**config.mk**
```make
export PLATFORM = sky130hd
export DESIGN_NAME = multichannel_frequency_counter
export DESIGN_NICKNAME = d
export VERILOG_FILES = /design/src/sv/mfc_pkg.sv /design/src/sv/mfc_div.sv /design/src/sv/multichannel_frequency_counter.sv
export SDC_FILE = /design/constraint.sdc
export NUM_CORES = 2
export LEC_CHECK = 0
export BUFFER_PORTS_ARGS = -buffer_cell sky130_fd_sc_hd__buf_2
export CAP_MARGIN = 20
export CORE_ASPECT_RATIO = 1.4
export CORE_MARGIN = 3
export CORE_UTILIZATION = 53
export DETAILED_ROUTE_END_ITERATION = 8
export GPL_ROUTABILITY_DRIVEN = 1
export GPL_TIMING_DRIVEN = 0
export PLACE_DENSITY = 0.68
export SYNTH_ARGS = -nofsm -noshare
export SYNTH_HDL_FRONTEND = slang
export SYNTH_SLANG_ARGS = --single-unit
```
**constraint.sdc**
```tcl
create_clock -name clk -period 12.34 [get_ports clk]
set_input_delay 1.234 -clock clk [delete_from_list [all_inputs] [get_ports clk]]
set_output_delay 1.234 -clock clk [all_outputs]
set_load 0.02 [all_outputs]
```
**src/sv/mfc_pkg.sv**
```systemverilog
// Shared types and constants for the multichannel frequency counter.
// Used by mfc_div and multichannel_frequency_counter; depends on nothing.
`default_nettype none
package mfc_pkg;
	localparam int IN_PORT_W = 16;
	localparam int CH_IN_W   = 5;
	localparam int TIME_W    = 48;
	localparam int CNT_W     = 32;
	localparam int SCALE_W   = 30;
	localparam int NUM_W     = CNT_W + SCALE_W;
	localparam int Q_W       = 32;

	// Microseconds per second times millihertz per hertz.
	localparam logic [SCALE_W-1:0] SCALE = 30'd1_000_000_000;

	typedef enum logic [1:0] {
		CMD_PORT  = 2'd0,
		CMD_EDGE  = 2'd1,
		CMD_READ  = 2'd2,
		CMD_CLEAR = 2'd3
	} cmd_t;

	typedef enum logic [1:0] {
		ST_OK   = 2'd0,
		ST_SAT  = 2'd1,
		ST_ZERO = 2'd2
	} status_t;
endpackage
`default_nettype wire

```
**src/sv/mfc_div.sv**
```systemverilog
// Iterative restoring divider: edge count product over elapsed microseconds.
// One quotient bit per cycle with saturation and zero-divisor detection; uses mfc_pkg.
`default_nettype none
module mfc_div (
	input  logic                    clk,
	input  logic                    arst_n,
	input  logic                    start,
	input  logic [mfc_pkg::NUM_W-1:0]  num,
	input  logic [mfc_pkg::TIME_W-1:0] den,
	output logic                    done,
	output logic [mfc_pkg::Q_W-1:0] quot,
	output mfc_pkg::status_t        status
);
	import mfc_pkg::*;

	localparam int CW = $clog2(Q_W + 1);
	localparam logic [CW-1:0] ITERS = CW'(Q_W);

	logic                busy_q;
	logic                done_q;
	logic [CW-1:0]       cnt_q;
	logic [TIME_W-1:0]   rem_q;
	logic [TIME_W-1:0]   den_q;
	logic [Q_W-1:0]      lo_q;
	logic [Q_W-1:0]      quot_q;
	status_t             status_q;
	logic [TIME_W+1:0]   diff;
	logic                ge;
	logic                sat;

	// The quotient fits in Q_W bits exactly when the upper numerator part is below the divisor.
	assign sat  = (TIME_W'(num[NUM_W-1:Q_W]) >= den);
	assign diff = {1'b0, rem_q, lo_q[Q_W-1]} - {2'b00, den_q};
	assign ge   = ~diff[TIME_W+1];

	always_ff @(posedge clk or negedge arst_n) begin
		if (!arst_n) begin
			busy_q <= 1'b0;
			done_q <= 1'b0;
		end else begin
			done_q <= 1'b0;
			if (start) begin
				if (den == '0 || sat) begin
					done_q <= 1'b1;
				end else begin
					busy_q <= 1'b1;
				end
			end else if (busy_q && cnt_q == CW'(1)) begin
				busy_q <= 1'b0;
				done_q <= 1'b1;
			end
		end
	end

	always_ff @(posedge clk) begin
		if (start) begin
			den_q <= den;
			rem_q <= TIME_W'(num[NUM_W-1:Q_W]);
			lo_q  <= num[Q_W-1:0];
			cnt_q <= ITERS;
			if (den == '0) begin
				quot_q   <= '0;
				status_q <= ST_ZERO;
			end else if (sat) begin
				quot_q   <= '1;
				status_q <= ST_SAT;
			end
		end else if (busy_q) begin
			rem_q <= ge ? diff[TIME_W-1:0] : {rem_q[TIME_W-2:0], lo_q[Q_W-1]};
			lo_q  <= {lo_q[Q_W-2:0], ge};
			cnt_q <= cnt_q - 1'b1;
			if (cnt_q == CW'(1)) begin
				quot_q   <= {lo_q[Q_W-2:0], ge};
				status_q <= ST_OK;
			end
		end
	end

	assign done   = done_q;
	assign quot   = quot_q;
	assign status = status_q;
endmodule
`default_nettype wire

```
**src/sv/multichannel_frequency_counter.sv**
```systemverilog
// Multichannel frequency counter: per-channel edge counts and last read or clear times in two
// synchronous memories, read-modify-write under a one-hot sequencer, readout divider.
// Commands are taken one at a time, only in idle: a clear is written on acceptance, an edge
// makes one count update; a port sample scans min(PORT_BITS, CHANNELS) bits, one memory
// update per newly set bit; a read in range runs the 32-step divider (steps skipped on a zero
// interval or a saturated quotient) and waits in its done state until the output is free.
// Reset: asynchronous; per-entry valid bits make every count and time read as zero.
`default_nettype none
module multichannel_frequency_counter #(
	parameter int CHANNELS  = 32,
	parameter int PORT_BITS = 16
) (
	input  logic                         clk,
	input  logic                         arst_n,
	input  logic                         in_valid,
	output logic                         in_ready,
	input  logic [1:0]                   command,
	input  logic [mfc_pkg::CH_IN_W-1:0]   channel,
	input  logic [mfc_pkg::IN_PORT_W-1:0] port_value,
	input  logic [mfc_pkg::TIME_W-1:0]    now_us,
	output logic                         out_valid,
	input  logic                         out_ready,
	output logic [mfc_pkg::Q_W-1:0]       freq_millihertz,
	output logic [1:0]                   read_status
);
	import mfc_pkg::*;

	localparam int CH_W      = $clog2(CHANNELS);
	localparam int SCAN_BITS = (PORT_BITS < CHANNELS) ? PORT_BITS : CHANNELS;
	localparam int BIT_W     = (SCAN_BITS > 1) ? $clog2(SCAN_BITS) : 1;
	localparam int EXT_W     = (PORT_BITS > IN_PORT_W) ? PORT_BITS : IN_PORT_W;
	localparam logic [BIT_W-1:0] BIT_LAST = BIT_W'(SCAN_BITS - 1);

	typedef enum logic [7:0] {
		S_IDLE  = 8'b0000_0001,
		S_PSCAN = 8'b0000_0010,
		S_PINC  = 8'b0000_0100,
		S_EDGE  = 8'b0000_1000,
		S_READ  = 8'b0001_0000,
		S_START = 8'b0010_0000,
		S_DIV   = 8'b0100_0000,
		S_DONE  = 8'b1000_0000
	} state_t;

	state_t              state_q;
	logic                out_valid_q;
	logic [PORT_BITS-1:0] last_q;

	logic [CNT_W-1:0]    cnt_mem [CHANNELS];
	logic [TIME_W-1:0]   tim_mem [CHANNELS];
	logic [CHANNELS-1:0] cnt_vld_q;
	logic [CHANNELS-1:0] tim_vld_q;
	logic [CNT_W-1:0]    cnt_rd_q;
	logic                cnt_rdv_q;
	logic [TIME_W-1:0]   tim_rd_q;
	logic                tim_rdv_q;

	logic [SCAN_BITS-1:0] scan_q;
	logic [BIT_W-1:0]    bit_q;
	logic [CH_W-1:0]     ch_q;
	logic [TIME_W-1:0]   now_q;
	logic [NUM_W-1:0]    num_q;
	logic [TIME_W-1:0]   den_q;
	logic [Q_W-1:0]      res_freq_q;
	status_t             res_st_q;
	logic [Q_W-1:0]      freq_q;
	status_t             st_q;

	logic                accept;
	cmd_t                cmd;
	logic                ch_ok;
	logic [CH_W-1:0]     ch_addr;
	logic [CH_W-1:0]     bit_addr;
	logic                bit_hit;
	logic                out_free;
	logic [EXT_W-1:0]    port_ext;
	logic [PORT_BITS-1:0] raw;
	logic [PORT_BITS-1:0] fresh;
	logic [CNT_W-1:0]    cnt_val;
	logic [TIME_W-1:0]   tim_val;

	logic                cnt_re;
	logic [CH_W-1:0]     cnt_raddr;
	logic                cnt_we;
	logic [CH_W-1:0]     cnt_waddr;
	logic [CNT_W-1:0]    cnt_wdata;
	logic                tim_re;
	logic                tim_we;
	logic [CH_W-1:0]     tim_waddr;
	logic [TIME_W-1:0]   tim_wdata;

	logic                div_start;
	logic                div_done;
	logic [Q_W-1:0]      div_quot;
	status_t             div_status;

	assign in_ready = (state_q == S_IDLE);
	assign accept   = in_valid & in_ready;
	assign cmd      = cmd_t'(command);
	assign ch_ok    = (32'(channel) < 32'(CHANNELS));
	assign ch_addr  = CH_W'(channel);
	assign bit_addr = CH_W'(bit_q);
	assign bit_hit  = scan_q[bit_q];
	assign out_free = ~out_valid_q | out_ready;

	// Input bits above the port word read as zero and therefore invert to one.
	assign port_ext = EXT_W'(port_value);
	assign raw      = ~port_ext[PORT_BITS-1:0];
	assign fresh    = raw & ~last_q;

	assign cnt_val = cnt_rdv_q ? cnt_rd_q : '0;
	assign tim_val = tim_rdv_q ? tim_rd_q : '0;

	assign cnt_re    = (accept && ch_ok && (cmd == CMD_EDGE || cmd == CMD_READ)) ||
	                   (state_q == S_PSCAN && bit_hit);
	assign cnt_raddr = (state_q == S_PSCAN) ? bit_addr : ch_addr;
	assign tim_re    = accept && ch_ok && (cmd == CMD_READ);

	always_comb begin
		cnt_we    = 1'b0;
		cnt_waddr = ch_q;
		cnt_wdata = '0;
		tim_we    = 1'b0;
		tim_waddr = ch_q;
		tim_wdata = now_q;
		case (state_q)
			S_IDLE: begin
				cnt_we    = accept && ch_ok && (cmd == CMD_CLEAR);
				cnt_waddr = ch_addr;
				tim_we    = cnt_we;
				tim_waddr = ch_addr;
				tim_wdata = now_us;
			end
			S_PINC: begin
				cnt_we    = 1'b1;
				cnt_waddr = bit_addr;
				cnt_wdata = cnt_val + 1'b1;
			end
			S_EDGE: begin
				cnt_we    = 1'b1;
				cnt_wdata = cnt_val + 1'b1;
			end
			S_READ: begin
				cnt_we = 1'b1;
				tim_we = 1'b1;
			end
			default: begin
				cnt_we = 1'b0;
			end
		endcase
	end

	always_ff @(posedge clk) begin
		if (cnt_we) begin
			cnt_mem[cnt_waddr] <= cnt_wdata;
		end
		if (cnt_re) begin
			cnt_rd_q  <= cnt_mem[cnt_raddr];
			cnt_rdv_q <= cnt_vld_q[cnt_raddr];
		end
		if (tim_we) begin
			tim_mem[tim_waddr] <= tim_wdata;
		end
		if (tim_re) begin
			tim_rd_q  <= tim_mem[ch_addr];
			tim_rdv_q <= tim_vld_q[ch_addr];
		end
	end

	always_ff @(posedge clk or negedge arst_n) begin
		if (!arst_n) begin
			cnt_vld_q <= '0;
			tim_vld_q <= '0;
		end else begin
			if (cnt_we) begin
				cnt_vld_q[cnt_waddr] <= 1'b1;
			end
			if (tim_we) begin
				tim_vld_q[tim_waddr] <= 1'b1;
			end
		end
	end

	always_ff @(posedge clk or negedge arst_n) begin
		if (!arst_n) begin
			state_q     <= S_IDLE;
			out_valid_q <= 1'b0;
			last_q      <= '0;
		end else begin
			if (state_q == S_DONE && out_free) begin
				out_valid_q <= 1'b1;
			end else if (out_ready) begin
				out_valid_q <= 1'b0;
			end
			case (state_q)
				S_IDLE: begin
					if (accept) begin
						case (cmd)
							CMD_PORT: begin
								last_q  <= raw;
								state_q <= S_PSCAN;
							end
							CMD_EDGE: begin
								if (ch_ok) begin
									state_q <= S_EDGE;
								end
							end
							CMD_READ: begin
								state_q <= ch_ok ? S_READ : S_DONE;
							end
							default: begin
								state_q <= S_IDLE;
							end
						endcase
					end
				end
				S_PSCAN: begin
					if (bit_hit) begin
						state_q <= S_PINC;
					end else if (bit_q == BIT_LAST) begin
						state_q <= S_IDLE;
					end
				end
				S_PINC: begin
					state_q <= (bit_q == BIT_LAST) ? S_IDLE : S_PSCAN;
				end
				S_EDGE: begin
					state_q <= S_IDLE;
				end
				S_READ: begin
					state_q <= S_START;
				end
				S_START: begin
					state_q <= S_DIV;
				end
				S_DIV: begin
					if (div_done) begin
						state_q <= S_DONE;
					end
				end
				S_DONE: begin
					if (out_free) begin
						state_q <= S_IDLE;
					end
				end
				default: begin
					state_q <= S_IDLE;
				end
			endcase
		end
	end

	always_ff @(posedge clk) begin
		if (accept) begin
			ch_q       <= ch_addr;
			now_q      <= now_us;
			scan_q     <= fresh[SCAN_BITS-1:0];
			bit_q      <= '0;
			res_freq_q <= '0;
			res_st_q   <= ST_OK;
		end
		if ((state_q == S_PSCAN && !bit_hit && bit_q != BIT_LAST) ||
		    (state_q == S_PINC && bit_q != BIT_LAST)) begin
			bit_q <= bit_q + 1'b1;
		end
		if (state_q == S_READ) begin
			num_q <= NUM_W'(cnt_val) * NUM_W'(SCALE);
			den_q <= now_q - tim_val;
		end
		if (state_q == S_DIV && div_done) begin
			res_freq_q <= div_quot;
			res_st_q   <= div_status;
		end
		if (state_q == S_DONE && out_free) begin
			freq_q <= res_freq_q;
			st_q   <= res_st_q;
		end
	end

	assign div_start = (state_q == S_START);

	mfc_div u_div (
		.clk    (clk),
		.arst_n (arst_n),
		.start  (div_start),
		.num    (num_q),
		.den    (den_q),
		.done   (div_done),
		.quot   (div_quot),
		.status (div_status)
	);

	assign out_valid       = out_valid_q;
	assign freq_millihertz = freq_q;
	assign read_status     = st_q;

	// The sequencer never reads and writes the count memory in the same cycle.
	a_cnt_no_rw: assert property (@(posedge clk) disable iff (!arst_n)
		!(cnt_we && cnt_re))
		else $error("count memory read and written in one cycle");

	a_div_done_state: assert property (@(posedge clk) disable iff (!arst_n)
		div_done |-> (state_q == S_DIV))
		else $error("divider finished outside the divide state");

	a_zero_result: assert property (@(posedge clk) disable iff (!arst_n)
		(out_valid && read_status == ST_ZERO) |-> (freq_millihertz == '0))
		else $error("zero interval item carries a nonzero frequency");

	a_sat_result: assert property (@(posedge clk) disable iff (!arst_n)
		(out_valid && read_status == ST_SAT) |-> (freq_millihertz == '1))
		else $error("saturated item is not all ones");
endmodule
`default_nettype wire

```
Word level (Yosys, flattened, before mapping) --
Memories as Yosys holds them, arrays and structs flattened. A register that Yosys moved wholly into a read port is not among the register bits. Cells that the tools add are included.
Word-level totals: register bits after elaboration 503, memory bits (writable) 2560, bits of input ports 75, logic and storage cells 163, memories 2
Memory list:
- tim_mem | depth 32, width 48, read ports 1, clocked after Yosys merged registers in 1, write ports 1, line multichannel_frequency_counter.sv:50 | logic [TIME_W-1:0] tim_mem [CHANNELS];
- cnt_mem | depth 32, width 32, read ports 1, clocked after Yosys merged registers in 1, write ports 1, line multichannel_frequency_counter.sv:49 | logic [CNT_W-1:0] cnt_mem [CHANNELS];
Operators by class: add/subtract/negate cells 5, $mul 1, $lt $le $gt $ge 8, eq/ne operators 20, multiplexer cells 60, bitwise gates (word level) 9, reductions and logical operators 31
Operators by type and width (count):
- $mux 32 | 11
- $mux 48 | 3
- $or 32x32->32 | 2
- $mux 30 | 2
- $pmux 8 s7 | 1
- $mul 32x21->53 const B | 1
- $sub 49x48->50 | 1
- $ge 30x48->1 | 1
- $logic_not 48->1 | 1
- $sub 48x48->48 | 1
- $mux 8 | 5
- $add 32x1->32 const B | 1
- $not 16->16 | 2
- $lt 5x6->1 const B | 4
- $mux 1 | 17
- $and 16x16->16 | 1
- $mux 2 | 8
- $pmux 5 s3 | 1
- $logic_and 1x1->1 | 12
- $reduce_bool 2->1 | 6
- $bmux 1 s5 | 2
- $demux 1 s5 | 2
- $ge 5x1->1 const B | 2
- $mux 5 | 2
- other kinds (35) | 45

Depth between registers and ports, before layout --
word-level depth 7, mapped depth 29, gate-level depth less buffers 26

Hierarchy --
From an unflattened synthesis, not the netlist that was laid out.
Second synthesis, totals: cell total of the unflattened synthesis 8063, area total of the unflattened synthesis 140049.3 µm²
By module, submodules not included:
- multichannel_frequency_counter | instances 1, cells an instance 7042, area an instance 129535.5 µm²
- mfc_div | instances 1, cells an instance 1021, area an instance 10513.8 µm²

Worst setup path after synthesis --
Ideal clock, no wire load.
path kind register to register, from reg state_q[3], to mem tim_mem[0][0] (enable), arrival 11.726 ns, required time 11.885 ns, slack 0.159 ns, stages on the path, launching flop included 7, buffers on the path 0, period minus slack after synthesis 12.181 ns, cell sequence dfrtp_1 nor4_1 nand2_1 nor3b_1 a21oi_1 o21bai_1 nor2_1
Between the ends: longest elaborated chain between the ends 6, elaborated cells on any way between the ends 8, classes of those cells eq/ne (2); mux (4); bitwise (1); reduce/logical (1)
Ends and longest elaborated chain:
- start, declared | line multichannel_frequency_counter.sv:45 | state_t state_q;
- start signal, assigned | line multichannel_frequency_counter.sv:209 | state_q <= ch_ok ? S_READ : S_DONE;
- start signal, assigned | line multichannel_frequency_counter.sv:225 | state_q <= (bit_q == BIT_LAST) ? S_IDLE : S_PSCAN;
- $eq 8x1->1 | line multichannel_frequency_counter.sv:97, multichannel_frequency_counter.sv:126
- $and 1x1->1 | line multichannel_frequency_counter.sv:98 | assign accept = in_valid & in_ready;
- $logic_and 1x1->1 | line multichannel_frequency_counter.sv:128 | cnt_we = accept && ch_ok && (cmd == CMD_CLEAR);
- $pmux 1 s2 | line multichannel_frequency_counter.sv:126 | case (state_q)
- $mux 1 | line multichannel_frequency_counter.sv:161 | if (tim_we) begin
- $mux 1 (implied by the code) | line multichannel_frequency_counter.sv:162 | tim_mem[tim_waddr] <= tim_wdata;
- end, declared | line multichannel_frequency_counter.sv:50
Parallel ways exist; a longest one is shown, timed or not.

Final worst setup path --
from reg cnt_rdv_q, to reg num_q[61] (data pin)
Between the ends: longest elaborated chain between the ends 2
Ends and longest elaborated chain:
- start, declared | line multichannel_frequency_counter.sv:54 | logic cnt_rdv_q;
- start signal, assigned | line multichannel_frequency_counter.sv:159 | cnt_rdv_q <= cnt_vld_q[cnt_raddr];
- $mux 32 | line multichannel_frequency_counter.sv:111 | assign cnt_val = cnt_rdv_q ? cnt_rd_q : '0;
- $mul 32x21->53 | line multichannel_frequency_counter.sv:267 | num_q <= NUM_W'(cnt_val) * NUM_W'(SCALE);
- end signal, assigned | line multichannel_frequency_counter.sv:267
- end, declared | line multichannel_frequency_counter.sv:62 | logic [NUM_W-1:0] num_q;
Every way passes these cells. A chain may end at the register's enable or synchronous reset.

==> results.tsv <==
stage	metric	value	unit
run_status	status	complete, no violations	
global_routing	grt_pass1_wl	556	mm
timing	slew_headroom	24.5	%
drt	postRouteAntennaNets	0	
synthesis	synth_nets	9099	
placed_design	gp_congestion	0.944	
synthesis	synth-edff-count	3028	
worst_setup_path	crit_path_end_kind	flip-flop	
floorplan	start_util	53.4	%
timing	final-setup-viol-count	0	
synthesis	yosys_warnings	0	
drt	wl_per_cell	30.5	um
timing	rsz0062_at_grt	false	
clock_tree	numCtsBuffers	299	
worst_setup_path	crit_top_cell	fa_1	
drt	routed_wl	386	mm
clock_tree	ctsHoldBuffers	0	
synthesis	synthesis.area	0.140	mm2
synthesis	ys_types	87	
finish	instances_no_fill	12700	
synthesis	avgSynthCellArea	16.8	um2
drt	initialDrtViolationCount	8389	
placed_design	dp.cells	12100	
global_routing	grt-ovfl-total	0	
synthesis	synth_cells	8334	
clock_tree	post_cts_buffers	0	
worst_setup_path	critical_path_class	reg -> reg	
drt	drc	0	
finish	nFillCells	18900	
worst_setup_path	required	12.90	ns
drt	drt_pre_antenna_iters	8	
global_routing	grt_pass1_vias	81100	
finish	layout.nets	9707	
placed_design	io_buffer_count	110	
synthesis	ys_seq_elements	3143	
synthesis	async_flop_share	2.90	%
timing	hold_viol_final	0	
timing	finalCritPeriodShare	73.5	%
worst_setup_path	path_buf_inv	8	
worst_setup_path	slowest_delay	0.61	ns
clock_tree	htreeDepth	5	
floorplan	rows	222	
clock_tree	cts_tree	done	
worst_setup_path	critPathLaunchType	flip-flop	
timing	worstMarginPinSlew	1.13	ns
drt	vias	78200	
placed_design	dpl.hpwl	276	mm
floorplan	ios	111	
drt	via_per_inst	6.17	
finish	layout_common_cells	edfxtp_1 (3028), nand2_1 (847), mux4_2 (695)	
finish	layout.cells.most_common	edfxtp_1	
timing	slew_viol_final	0	
floorplan	die-area	0.270	mm2
worst_setup_path	arrival	9.63	ns
floorplan	chipWidth	440	um
worst_setup_path	cp_max_fo	10	
floorplan	core_area	0.262	mm2
clock_tree	root_buffer	clkbuf_16	
worst_setup_path	slowest_stage	clkbuf_1	
clock_tree	clkTransAtPathRegs	0.06	ns
global_routing	grt_max_degree	63	
finish	layout-drive-gt1-share	19.2	%
global_routing	grt.total_usage	28.8	%
global_routing	antenna_found_initial	26	
floorplan	die_y	614	um
min_path	min_path_type	reg -> reg	
timing	setup_tns	0	ns
run	maxCapViolCount	0	
timing	period_minus_slack	9.07	ns
finish	syn2layout_area_growth	13.3	%
worst_setup_path	cp_top_family	adder cells	
clock_tree	clkSinkCount	3143	
clock_tree	cts_buffer_depth	4	
synthesis	synth_top_flop_cell	edfxtp_1	
timing	max_freq	110	MHz
clock_tree	insertion_delay	0.90	ns
synthesis	synth-seq-area-share	66.9	%
timing	fin_skew	0.0854	ns
clock_tree	cts_resized	0	
## routing by layer
metal | GRT usage (%) | up-vias | share of wire [%]
met3 | 4.66 | 1060 | 7.9
met1 | 34.6 | 40400 | 34
met4 | 17.5 | 20 | 7.3
met5 | 0 | - | 0.036
met2 | 48.8 | 3784 | 50
li1 | - | 32900 | -
## layout make-up
class	count	area, um2	area share (%)
Antenna cell	20	50.0	0.0316
Multi-Input combinational cell	4218	43100	27.1
Clock inverter	158	1450	0.913
Tap cell	3472	4340	2.74
Clock buffer	373	8030	5.06
Buffer	364	1580	0.999
Timing Repair Buffer	307	4140	2.61
Sequential cell	3143	93700	59.1
Inverter	609	2290	1.44
## registers in the layout (all words and copies together) (netlist names), 48 cells and up
name and flops:
num_q 53, tim_rd_q 48, den_q 48, u_div.rem_q 48, cnt_mem 1024, u_div.den_q 48, now_q 48, tim_mem 1536
## Yosys cell counts, drive strengths merged, types with 12 or more instances
cell	number	area, um2
a21o	118	886
dfrtp	90	2250
o221ai	16	140
mux2i	59	611
dfxtp	24	480
a311o	16	160
o21a	27	203
a21oi	221	1110
a31oi	56	350
o21ai	141	709
edfxtp	3028	90900
fa	305	6110
or3	14	87.6
mux2	55	619
inv	606	2270
o21bai	16	120
a311oi	34	298
nand2b	24	150
nor2b	31	194
and3	63	394
xnor2	110	963
nand3	189	946
nor4	19	134
a211oi	19	143
xor2	77	674
mux4	695	15700
clkbuf	237	890
nand3b	12	90.1
ha	385	4820
nor3	36	180
nand4	32	200
and2	83	519
nor2	312	1170
nand2	848	3180
buf	127	686
or2	79	494
## logic make-up after synthesis
kind of cell	after synthesis	share of synthesized area [%]
xor+xnor	187	1.17
fa+ha+maj	690	7.80
mux	809	12.1
flops	3143	66.9
compound gates	763	3.56
simple gates	1769	5.70
buf+inv	973	2.76
## through the flow
stage / util, % / worst slack (ns) / hold WS, ns / area (um2)
6_report: 60.6 / 3.27 / 0.376 / 159000
2_1_floorplan: - / 0.159 / 0.400 / 140000
3_5_place_dp: 56.8 / 3.33 / 0.406 / 149000
4_1_cts: 60.4 / 3.29 / 0.366 / 158000
5_1_grt: 60.5 / 2.77 / 0.389 / 159000
3_3_place_gp: 55.3 / -8.54 / 0.405 / 145000
## worst paths after layout
| kind | start | to | slack [ns] | depth (start not counted) |
|---|---|---|---|---|
| setup / recovery | cnt_rdv_q$_DFFE_PP_ | num_q[61]$_DFFE_PP_ | 3.27 | 25 |
| hold / removal | res_freq_q[1]$_SDFFCE_PN0P_ | freq_millihertz[1]$_DFFE_PP_ | 0.38 | 0 |
| setup reg to reg | cnt_rdv_q$_DFFE_PP_ | num_q[61]$_DFFE_PP_ | 3.27 | 25 |
| hold reg to reg | res_freq_q[1]$_SDFFCE_PN0P_ | freq_millihertz[1]$_DFFE_PP_ | 0.38 | 0 |
| max in group asynchronous | arst_n | state_q[0]$_DFFE_PN1P_ | 11.04 | 2 |
| min in group asynchronous | arst_n | last_q[5]$_DFFE_PN0P_ | 0.47 | 1 |
Power is not shown: default switching activity piles up to over one toggle a cycle in this logic, so the estimate is an artifact.
